**config.mk**
```make
export PLATFORM = sky130hd
export DESIGN_NAME = can_bit_timing_search_top
export DESIGN_NICKNAME = d
export VERILOG_FILES = /design/src/cbts_pkg.sv /design/src/cbts_div.sv /design/src/cbts_search.sv /design/src/can_bit_timing_search_top.sv
export SDC_FILE = /design/constraint.sdc
export NUM_CORES = 1
export LEC_CHECK = 0
export BUFFER_PORTS_ARGS = -buffer_cell sky130_fd_sc_hd__buf_2
export CORE_MARGIN = 1
export CORE_UTILIZATION = 45
export CTS_CLUSTER_DIAMETER = 40
export DETAILED_ROUTE_END_ITERATION = 12
export HOLD_SLACK_MARGIN = 0.12
export MAX_ROUTING_LAYER = met4
export PLACE_DENSITY = 0.74
export SETUP_SLACK_MARGIN = 0.1
export SKIP_CTS_REPAIR_TIMING = 1
export SLEW_MARGIN = 30
export SYNTH_ARGS = -nofsm -noshare
export SYNTH_HDL_FRONTEND = slang
export SYNTH_SLANG_ARGS = --single-unit
export TNS_END_PERCENT = 1
```
**constraint.sdc**
```tcl
create_clock -name clk -period 3.35 [get_ports clk]
set_clock_uncertainty 0.1 [all_clocks]
set_input_delay 0.335 -clock clk [delete_from_list [all_inputs] [get_ports clk]]
set_output_delay 0.335 -clock clk [all_outputs]
set_load 0.1 [all_outputs]
```
**src/cbts_pkg.sv**
```systemverilog
`timescale 1ns / 1ps
// Shared types and constants for the CAN bit timing search block.
// Used by cbts_div, cbts_search and can_bit_timing_search_top; no dependencies.
package cbts_pkg;

    localparam int CLK_W  = 27;
    localparam int RATE_W = 20;
    localparam int PROD_W = 14;
    localparam int STEP_W = 10;

    localparam logic [CLK_W-1:0] CLK_RESET = 27'd48000000;

    // last values of the search counters: div 15, quanta-1 31, segs-3 14
    localparam logic [3:0] DIV_LAST   = 4'd15;
    localparam logic [4:0] QUANTA_LAST = 5'd31;
    localparam logic [3:0] SEGS_LAST  = 4'd14;
    localparam logic [2:0] SJW_LIMIT  = 3'd3;

    // word index of the clock rate register
    localparam logic REG_CLK_HZ = 1'b0;

    typedef enum logic [1:0] {
        ST_IDLE,
        ST_DIV,
        ST_SEARCH,
        ST_HOLD
    } state_t;

    typedef struct packed {
        logic        found;
        logic [3:0]  prescaler;
        logic [14:0] timing_word;
    } srch_res_t;

endpackage

```
**src/cbts_div.sv**
```systemverilog
`timescale 1ns / 1ps
// Restoring divider: clock rate over bit rate, one quotient bit per cycle.
// Depends on cbts_pkg.
module cbts_div (
    input  logic                        clk,
    input  logic                        rst_n,
    input  logic                        start,
    input  logic [cbts_pkg::CLK_W-1:0]  dividend,
    input  logic [cbts_pkg::RATE_W-1:0] divisor,
    output logic                        done,
    output logic [cbts_pkg::CLK_W-1:0]  quotient
);
    import cbts_pkg::*;

    localparam int CNT_W = $clog2(CLK_W);
    localparam logic [CNT_W-1:0] CNT_LAST = CNT_W'(CLK_W - 1);

    logic                busy_reg, busy_next;
    logic                done_reg, done_next;
    logic [CNT_W-1:0]    cnt_reg, cnt_next;
    logic [RATE_W-1:0]   rem_reg, rem_next;
    logic [RATE_W-1:0]   dsr_reg, dsr_next;
    logic [CLK_W-1:0]    quo_reg, quo_next;
    logic [RATE_W:0]     shifted;
    logic [RATE_W:0]     diff;
    logic                fits;

    assign shifted = {rem_reg, quo_reg[CLK_W-1]};
    assign diff    = shifted - {1'b0, dsr_reg};
    assign fits    = shifted >= {1'b0, dsr_reg};

    always_comb
    begin
        busy_next = busy_reg;
        done_next = 1'b0;
        cnt_next  = cnt_reg;
        rem_next  = rem_reg;
        dsr_next  = dsr_reg;
        quo_next  = quo_reg;
        if (start)
        begin
            busy_next = 1'b1;
            cnt_next  = '0;
            rem_next  = '0;
            dsr_next  = divisor;
            quo_next  = dividend;
        end
        else if (busy_reg)
        begin
            rem_next = fits ? diff[RATE_W-1:0] : shifted[RATE_W-1:0];
            quo_next = {quo_reg[CLK_W-2:0], fits};
            cnt_next = cnt_reg + 1'b1;
            if (cnt_reg == CNT_LAST)
            begin
                busy_next = 1'b0;
                done_next = 1'b1;
            end
        end
    end

    always_ff @(posedge clk or negedge rst_n)
    begin
        if (!rst_n)
        begin
            busy_reg <= 1'b0;
            done_reg <= 1'b0;
            cnt_reg  <= '0;
        end
        else
        begin
            busy_reg <= busy_next;
            done_reg <= done_next;
            cnt_reg  <= cnt_next;
        end
    end

    always_ff @(posedge clk)
    begin
        rem_reg <= rem_next;
        dsr_reg <= dsr_next;
        quo_reg <= quo_next;
    end

    assign done     = done_reg;
    assign quotient = quo_reg;

endmodule

```
**src/cbts_search.sv**
```systemverilog
`timescale 1ns / 1ps
// Search sequencer: walks prescaler, quanta and segment total, one compare per cycle.
// The running product is advanced by adding the step, not multiplied. Depends on cbts_pkg.
module cbts_search (
    input  logic                       clk,
    input  logic                       rst_n,
    input  logic                       start,
    input  logic [cbts_pkg::CLK_W-1:0] cpb,
    output logic                       done,
    output cbts_pkg::srch_res_t        res
);
    import cbts_pkg::*;

    logic                busy_reg, busy_next;
    logic                done_reg, done_next;
    logic [3:0]          d_reg, d_next;
    logic [4:0]          q_reg, q_next;
    logic [3:0]          s_reg, s_next;
    logic [STEP_W-1:0]   step_reg, step_next;
    logic [PROD_W-1:0]   prod_reg, prod_next;
    logic [CLK_W-1:0]    cpb_reg, cpb_next;
    srch_res_t           res_reg, res_next;
    logic                match;
    logic                last;
    logic [2:0]          seg1;
    logic [2:0]          seg2;
    logic [1:0]          sjw;

    assign match = cpb_reg == {{(CLK_W-PROD_W){1'b0}}, prod_reg};
    assign last  = (d_reg == DIV_LAST) && (q_reg == QUANTA_LAST) && (s_reg == SEGS_LAST);
    assign seg1  = s_reg[3:1];
    assign seg2  = s_reg[2:0] - seg1;
    assign sjw   = (seg1 > SJW_LIMIT) ? SJW_LIMIT[1:0] : seg1[1:0];

    always_comb
    begin
        logic [STEP_W-1:0] step_new;
        step_new  = '0;
        busy_next = busy_reg;
        done_next = 1'b0;
        d_next    = d_reg;
        q_next    = q_reg;
        s_next    = s_reg;
        step_next = step_reg;
        prod_next = prod_reg;
        cpb_next  = cpb_reg;
        res_next  = res_reg;
        if (start)
        begin
            busy_next = 1'b1;
            d_next    = '0;
            q_next    = '0;
            s_next    = '0;
            step_next = STEP_W'(1);
            prod_next = PROD_W'(3);
            cpb_next  = cpb;
        end
        else if (busy_reg)
        begin
            if (match)
            begin
                busy_next            = 1'b0;
                done_next            = 1'b1;
                res_next.found       = 1'b1;
                res_next.prescaler   = d_reg;
                res_next.timing_word = {seg2, 1'b0, seg1, sjw, 1'b0, q_reg};
            end
            else if (last)
            begin
                busy_next = 1'b0;
                done_next = 1'b1;
                res_next  = '0;
            end
            else if (s_reg != SEGS_LAST)
            begin
                s_next    = s_reg + 1'b1;
                prod_next = prod_reg + PROD_W'(step_reg);
            end
            else
            begin
                // segment total wraps: restart product at 3 * step
                s_next = '0;
                if (q_reg != QUANTA_LAST)
                begin
                    q_next   = q_reg + 1'b1;
                    step_new = step_reg + STEP_W'(d_reg) + STEP_W'(1);
                end
                else
                begin
                    q_next   = '0;
                    d_next   = d_reg + 1'b1;
                    step_new = STEP_W'(d_reg) + STEP_W'(2);
                end
                step_next = step_new;
                prod_next = PROD_W'({step_new, 1'b0}) + PROD_W'(step_new);
            end
        end
    end

    always_ff @(posedge clk or negedge rst_n)
    begin
        if (!rst_n)
        begin
            busy_reg <= 1'b0;
            done_reg <= 1'b0;
        end
        else
        begin
            busy_reg <= busy_next;
            done_reg <= done_next;
        end
    end

    always_ff @(posedge clk)
    begin
        d_reg    <= d_next;
        q_reg    <= q_next;
        s_reg    <= s_next;
        step_reg <= step_next;
        prod_reg <= prod_next;
        cpb_reg  <= cpb_next;
        res_reg  <= res_next;
    end

    assign done = done_reg;
    assign res  = res_reg;

endmodule

```
**src/can_bit_timing_search_top.sv**
```systemverilog
`timescale 1ns / 1ps
// CAN bit timing search: block top level with register port and output register.
// Depends on cbts_pkg, cbts_div and cbts_search.
//
// Usage: write the peripheral clock rate (Hz) at byte address 0 over the APB-style
// port; it resets to 48000000 and reads back. Present a bit rate word with in_valid;
// it is taken at a clock edge where in_valid is high and in_stall is low. Each word
// yields one result word (found, prescaler, timing_word) on the output channel,
// taken where out_valid is high and out_stall is low.
// Sequence: the taken word loads the divider, which runs a restoring division; its done
// starts the search, which makes one compare per candidate (prescaler 0..15, quanta
// 1..32, segment total 3..17) and stops at the first match; the registered search done
// moves the block to its hold state, which loads the output register once it is free.
// in_stall is high for the whole computation; one word is in flight at a time, and the
// next word can be taken the cycle after the result is loaded.
// A bit rate of zero or a clock rate of zero gives found=0 with zero fields.
// While the receiver stalls, the result waits in the output register; the next
// input word is still taken, but its result is held inside until the register frees.
// Reset clears the sequencer and the output valid and restores the clock rate.
module can_bit_timing_search_top (
    input  logic        clk,
    input  logic        rst_n,
    input  logic        psel,
    input  logic        penable,
    input  logic        pwrite,
    input  logic [2:0]  paddr,
    input  logic [31:0] pwdata,
    output logic [31:0] prdata,
    output logic        pready,
    input  logic        in_valid,
    output logic        in_stall,
    input  logic [19:0] bit_rate,
    output logic        out_valid,
    input  logic        out_stall,
    output logic        found,
    output logic [3:0]  prescaler,
    output logic [14:0] timing_word
);
    import cbts_pkg::*;

    state_t              state_reg, state_next;
    logic [CLK_W-1:0]    clk_hz_reg;
    logic                out_valid_reg;
    srch_res_t           out_res_reg;
    logic                div_start;
    logic                div_done;
    logic [CLK_W-1:0]    cpb;
    logic                srch_start;
    logic                srch_done;
    srch_res_t           srch_res;
    logic                slot_free;
    logic                out_load;
    logic                accept;
    logic                reg_sel;

    assign pready    = 1'b1;
    assign reg_sel   = paddr[2] == REG_CLK_HZ;
    assign prdata    = reg_sel ? {{(32-CLK_W){1'b0}}, clk_hz_reg} : '0;
    assign slot_free = !out_valid_reg || !out_stall;
    assign accept    = in_valid && !in_stall;

    always_ff @(posedge clk or negedge rst_n)
    begin
        if (!rst_n)
            clk_hz_reg <= CLK_RESET;
        else if (psel && penable && pwrite && pready && reg_sel)
            clk_hz_reg <= pwdata[CLK_W-1:0];
    end

    cbts_div u_div (
        .clk      (clk),
        .rst_n    (rst_n),
        .start    (div_start),
        .dividend (clk_hz_reg),
        .divisor  (bit_rate),
        .done     (div_done),
        .quotient (cpb)
    );

    cbts_search u_search (
        .clk   (clk),
        .rst_n (rst_n),
        .start (srch_start),
        .cpb   (cpb),
        .done  (srch_done),
        .res   (srch_res)
    );

    always_comb
    begin
        state_next = state_reg;
        case (state_reg)
            ST_IDLE:   if (in_valid) state_next = ST_DIV;
            ST_DIV:    if (div_done) state_next = ST_SEARCH;
            ST_SEARCH: if (srch_done) state_next = ST_HOLD;
            ST_HOLD:   if (slot_free) state_next = ST_IDLE;
            default:   state_next = ST_IDLE;
        endcase
    end

    always_comb
    begin
        in_stall   = 1'b1;
        div_start  = 1'b0;
        srch_start = 1'b0;
        out_load   = 1'b0;
        case (state_reg)
            ST_IDLE:
            begin
                in_stall  = 1'b0;
                div_start = in_valid;
            end
            ST_DIV:    srch_start = div_done;
            ST_SEARCH: ;
            ST_HOLD:   out_load = slot_free;
            default:   ;
        endcase
    end

    always_ff @(posedge clk or negedge rst_n)
    begin
        if (!rst_n)
        begin
            state_reg     <= ST_IDLE;
            out_valid_reg <= 1'b0;
        end
        else
        begin
            state_reg <= state_next;
            if (out_load)
                out_valid_reg <= 1'b1;
            else if (!out_stall)
                out_valid_reg <= 1'b0;
        end
    end

    // hold the word while stalled
    always_ff @(posedge clk)
    begin
        if (out_load)
            out_res_reg <= srch_res;
    end

    assign out_valid   = out_valid_reg;
    assign found       = out_res_reg.found;
    assign prescaler   = out_res_reg.prescaler;
    assign timing_word = out_res_reg.timing_word;

`ifndef SYNTH
    a_accept_divides: assert property (@(posedge clk) disable iff (!rst_n)
        accept |=> state_reg == ST_DIV)
        else $error("accepted word did not start the divider");

    a_div_done_state: assert property (@(posedge clk) disable iff (!rst_n)
        div_done |-> state_reg == ST_DIV)
        else $error("divider finished outside the divide phase");

    a_srch_done_state: assert property (@(posedge clk) disable iff (!rst_n)
        srch_done |-> state_reg == ST_SEARCH)
        else $error("search finished outside the search phase");

    a_miss_zero: assert property (@(posedge clk) disable iff (!rst_n)
        out_valid && !found |-> prescaler == 4'd0 && timing_word == 15'd0)
        else $error("no-match word carries nonzero fields");
`endif

endmodule

```
=== Word-level counts from Yosys, hierarchy flattened ===
Cells that the tools add are included.

* Reductions and logical operators: 16
* Bitwise logic cells: 6
* Equality and inequality tests: 15
* Add/sub/neg operators: 11
* Magnitude comparators: 2
* Multiplexer cells: 43

{| class="wikitable"
|+ Operators by type and width
! kind !! count
|-
| $mux 27 || 3
|-
| $mux 10 || 6
|-
| $mux 20 || 2
|-
| $eq 27x14->1 || 1
|-
| $ge 21x20->1 || 1
|-
| $mux 1 || 20
|-
| $sub 20x20->20 || 1
|-
| $mux 19 || 1
|-
| $mux 5 || 3
|-
| $add 14x10->14 || 1
|-
| $mux 14 || 1
|-
| $add 11x10->12 || 1
|-
| $add 10x1->10 const B || 1
|-
| $add 10x4->10 || 1
|-
| $add 5x1->5 const B || 2
|-
| $eq 5x5->1 const B || 2
|-
| $mux 2 || 5
|-
| $add 4x1->4 const B || 2
|-
| $eq 4x4->1 const B || 2
|-
| $pmux 2 s4 || 1
|-
| $reduce_and 4->1 || 2
|-
| $ne 2x1->1 const B || 3
|-
| $not 1->1 || 6
|-
| $reduce_and 3->1 || 2
|-
| other kinds (15) || 23
|}

* Bits in registers: 206
* Bits of input ports: 62

=== Longest topological paths before layout ===
* Word-level depth: 10
* Mapped depth: 16
* Gate-level depth less buffers: 16

=== Cells and area by module ===
From an unflattened synthesis, not the netlist that was laid out.

* Cell total of the unflattened synthesis: 976
* Area, all modules: 11058.1 um^2

{| class="wikitable"
|+ Modules (own cells, without submodules)
! module !! times used !! cells an instance !! area an instance (um^2) !! sequential area each (um^2)
|-
| cbts_search || 1 || 470 || 4750.8 || 2142.1
|-
| cbts_div || 1 || 371 || 4141.5 || 1986.9
|-
| can_bit_timing_search_top || 1 || 135 || 2165.8 || 1363.8
|}

=== Worst setup path before layout ===
No wires, ideal clock.

* Path kind: flip-flop to flip-flop
* Start: register u_search.q_reg[0]
* End: register u_search.prod_reg[9]
* Clock period less this slack: 3.462 ns
* Slack: -0.112 ns
* Required time: 3.176 ns
* Cell stages (with the launch flop): 15
* Arrival: 3.287 ns
* Path buffers: 2
* Cells stage by stage: dfxtp_1 -> ha_1 -> and3_1 -> ha_1 -> clkbuf_1 -> clkbuf_1 -> o21ai_0 -> fa_1 -> a21o_1 -> a41oi_1 -> o21ai_0 -> o31ai_1 -> xnor2_1 -> nand2_1 -> a31oi_1

* Word-level cells in the longest chain between the ends: 9
* Elaborated cells between the ends (all ways): 14
* Those cells by class: add/sub: 1; eq/ne: 2; mux: 7; bitwise: 1; reduce/logical: 3

{| class="wikitable"
|+ RTL lines
! element !! RTL line !! RTL
|-
| start: declaration || cbts_search.sv:17 || <nowiki>logic [4:0] q_reg, q_next;</nowiki>
|-
| start signal: assignment || cbts_search.sv:117 || <nowiki>q_reg <= q_next;</nowiki>
|-
| $ne 5x5->1 || cbts_search.sv:83 || <nowiki>if (q_reg != QUANTA_LAST)</nowiki>
|-
| $mux 10 || cbts_search.sv:83 ||
|-
| $mux 10 || cbts_search.sv:74 || <nowiki>else if (s_reg != SEGS_LAST)</nowiki>
|-
| $mux 10 || cbts_search.sv:68 || <nowiki>else if (last)</nowiki>
|-
| $mux 10 || cbts_search.sv:60 || <nowiki>if (match)</nowiki>
|-
| $mux 10 || cbts_search.sv:58 || <nowiki>else if (busy_reg)</nowiki>
|-
| $mux 10 || cbts_search.sv:48 || <nowiki>if (start)</nowiki>
|-
| $add 11x10->12 || cbts_search.sv:95 || <nowiki>prod_next = PROD_W'({step_new, 1'b0}) + PROD_W'(step_new);</nowiki>
|-
| $mux 14 || cbts_search.sv:74 ||
|-
| end signal: assignment || cbts_search.sv:120 || <nowiki>prod_reg <= prod_next;</nowiki>
|-
| end: declaration || cbts_search.sv:20 || <nowiki>logic [PROD_W-1:0] prod_reg, prod_next;</nowiki>
|}

Several ways; a longest one is shown, not always the timed one. The select of a mux whose other input is x is not followed.
A chain may end at the register's enable or synchronous reset.

=== Worst setup path in the final report ===
Same ends and word-level chain as after synthesis.

==> impl_metrics.ini <==
[min_path]
min_path_cells = 3
hold_class = in -> reg
min-delay-start = in_valid
hold_end = u_div.busy_reg

[drt]
vias = 8163
wl_per_cell_um = 15.0
wl_mm = 23.2
dr.pass1.iters = 7
avgViaCountPerCell = 5.28
drc = 0
ant_nets = 0
first_iter_violations = 451

[timing]
fin_crit_sh_pct = 97.4
hold_violations = 0
hold_ws_ns = 0.166
final_max_slew_viol_count = 0
grt_setup_unrepaired = yes
fmax_mhz = 306
slew_headroom_pct = 48.7
setup_ws_ns = 0.0855
tightest_slew_ns = 0.770
setup_violations = 0
post-route-min-period_ns = 3.26

[layout]
syn_to_final_growth_pct = 25.8
final_common_cell = nand2_1
layout.nets = 1338
layout_common_cells = nand2_1 (162), edfxtp_1 (110), buf_2 (100)
post-route-util_pct = 58.4
stdcell_count = 1547
drive_above_1_share_pct = 23.1

[yosys]
synthArstFlopShare_pct = 18.9
ys_types = 74
synth_top_area_share_pct = 31.1
synthTopCellsByArea = edfxtp_1 (31%), dfxtp_1 (11%), ha_1 (7.5%)
synth_seq_area_share_pct = 51.1
yosysTopAreaCell = edfxtp_1
syn_inst = 1021
avgSynthCellArea_sq_um = 10.4
yosysWarnings = 0
synth_edf_count = 110
ys.flop_type = edfxtp_1
ys_seq_elements = 206
syn_area_sq_um = 10600

[critical_path]
cpPeakStageDelay_ns = 0.36
critPathRequiredTime_ns = 3.72
path_cells = ha_1 -> and3_1 -> ha_2 -> mux2_2 -> inv_1 -> ha_1 -> fa_2 -> a21o_1 -> a41oi_2 -> o21ai_2 -> o31ai_2 -> xnor2_1 -> nand2_1 -> a31oi_1
reg2reg_to = u_search.prod_reg[9]
critical_path_arrival_ns = 3.63
cp_common_cell = ha_1
path_class = reg -> reg
reg2reg_slack_ns = 0.09
critPathMaxFanout = 3
cpMaxStageDelayCell = fa_2
startpoint_type = flip-flop
reg2reg_depth = 14
worstPathBufferInverterCount = 1
crit_family = compound AO/OA/AOI/OAI gates
rr_startpoint = u_search.q_reg[0]
critPathLaunch = u_search.q_reg[0]
end_kind = flip-flop

[clock_tree]
numCtsBuffers = 31
cts.sinks = 206
worst_skew_pair.late_latency_ns = 0.55
cts_tree = yes
root_buffer = clkbuf_16
cts_max_level = 1
clkSlewWorstSetupHoldPaths_ns = 0.06
cts.path.max_buffers = 3

[global_route]
grtUsageTotal_pct = 18.9
grt_pass1_wl_mm = 36.5
grt_pass1_vias = 7541
grt_remaining_overflow = 0
grt_max_degree = 52
antenna_found_initial = 2

[power_and_ir_drop]
internal_power_mw = 4.83
pwr-share-clk_pct = 48.4
power_switching_mw = 1.80
leakagePower_nw = 5.69
powerDensity_nw_per_um2 = 495
seqPwrFrac_pct = 42.2
netSwitchingFraction_pct = 27.1
ir_drop_mv = 0.561
p_comb_share_pct = 9.3

[place]
post-place-ws_ns = -0.0790
dp.cells = 1433
gp_congestion = 0.849
hpwl_mm = 15.2
port-buffer-count = 101

[die]
die_h_um = 156
fp.coreArea_sq_um = 22900
dieArea_sq_um = 24300
rows = 55
die_x_um = 156
initial_utilization_pct = 46.4
ios = 117

[run]
maxCapViolCount = 0

[outcome]
outcome = complete, no violations
-- synthesized netlist by cell type, drive strengths merged (8+ instances only) --
master  instances
nor2           46
dfrtp          29
nand4          12
a211oi         10
o211ai          9
nor2b          37
a21o           13
edfxtp        110
ha             64
and3           20
or3             8
mux2           29
xor2           15
buf            17
dfstp          10
a21oi          59
nor3           10
clkbuf         30
nand3          13
xnor2          33
inv            58
a31oi          13
and2            8
o21ai          52
dfxtp          57
nand2         162
-- layer usage --
| layer | up-vias | track usage [%] | share of wire (%) |
|---|---|---|---|
| li1 | 4023 | - | - |
| met1 | 3826 | 24.6 | 45 |
| met3 | 43 | 3.47 | 6.8 |
| met2 | 271 | 30.3 | 47 |
| met4 | 0 | 4.81 | 1.6 |
| met5 | - | - | 0 |
-- worst register-to-register path, cell delays in order (launching register included) --
cell and delay [ns]:
dfxtp_1 0.32, ha_1 0.21, and3_1 0.19, ha_2 0.21, mux2_2 0.26, inv_1 0.05
ha_1 0.22, fa_2 0.37, a21o_1 0.21, a41oi_2 0.23, o21ai_2 0.11, o31ai_2 0.31
xnor2_1 0.16, nand2_1 0.07, a31oi_1 0.18
-- stage by stage --
stage               TNS, ns  area (sq um)  power [mW]
finish                    0         13400        6.63
global route         -0.138         13400        6.83
CTS                  -0.132         12700        6.62
detailed placement  -0.0790         11600        3.41
global placement          0         11600        3.40
floorplan                 0         10700        3.30
-- power by group through the flow --
stage,sequential [mW],clock (mW),combinational [mW]
6_report,2.80,3.21,0.620
5_1_grt,2.81,3.38,0.643
4_1_cts,2.80,3.26,0.568
3_5_place_dp,2.84,0,0.565
3_3_place_gp,2.84,0,0.561
2_1_floorplan,2.82,0,0.485
-- cell type report --
cell class	instances	area, sq um
fillers	1791	9540
flip-flops and latches	206	5440
multi-input cells	716	4910
repair buffers	194	1350
clock buffers	33	783
well taps	313	392
clock inverters	25	282
inverters	58	218
diodes	2	5.00
-- cells by family after synthesis --
| family | share of synthesized area [%] |
|---|---|
| AO/OA/AOI/OAI | 12.8 |
| XOR/XNOR | 3.95 |
| adder cells (fa/ha/maj) | 8.47 |
| buffers and inverters | 4.45 |
| flip-flops | 51.1 |
| multiplexers | 3.73 |
| other | 0.0706 |
| AND/OR/NAND/NOR | 15.5 |
-- worst max path at each step --
| stage | to | slack (ns) | cells after the start |
|---|---|---|---|
| finish | u_search.prod_reg[9] | 0.09 | 14 |
| detailed placement | u_search.prod_reg[10] | -0.08 | 16 |
| global placement | u_search.prod_reg[10] | 0.03 | 16 |
| floorplan | u_search.prod_reg[10] | 0.04 | 16 |
| CTS | u_search.prod_reg[10] | -0.10 | 16 |
| global route | u_search.prod_reg[9] | -0.08 | 14 |
Power figures use the tool's default switching activity.
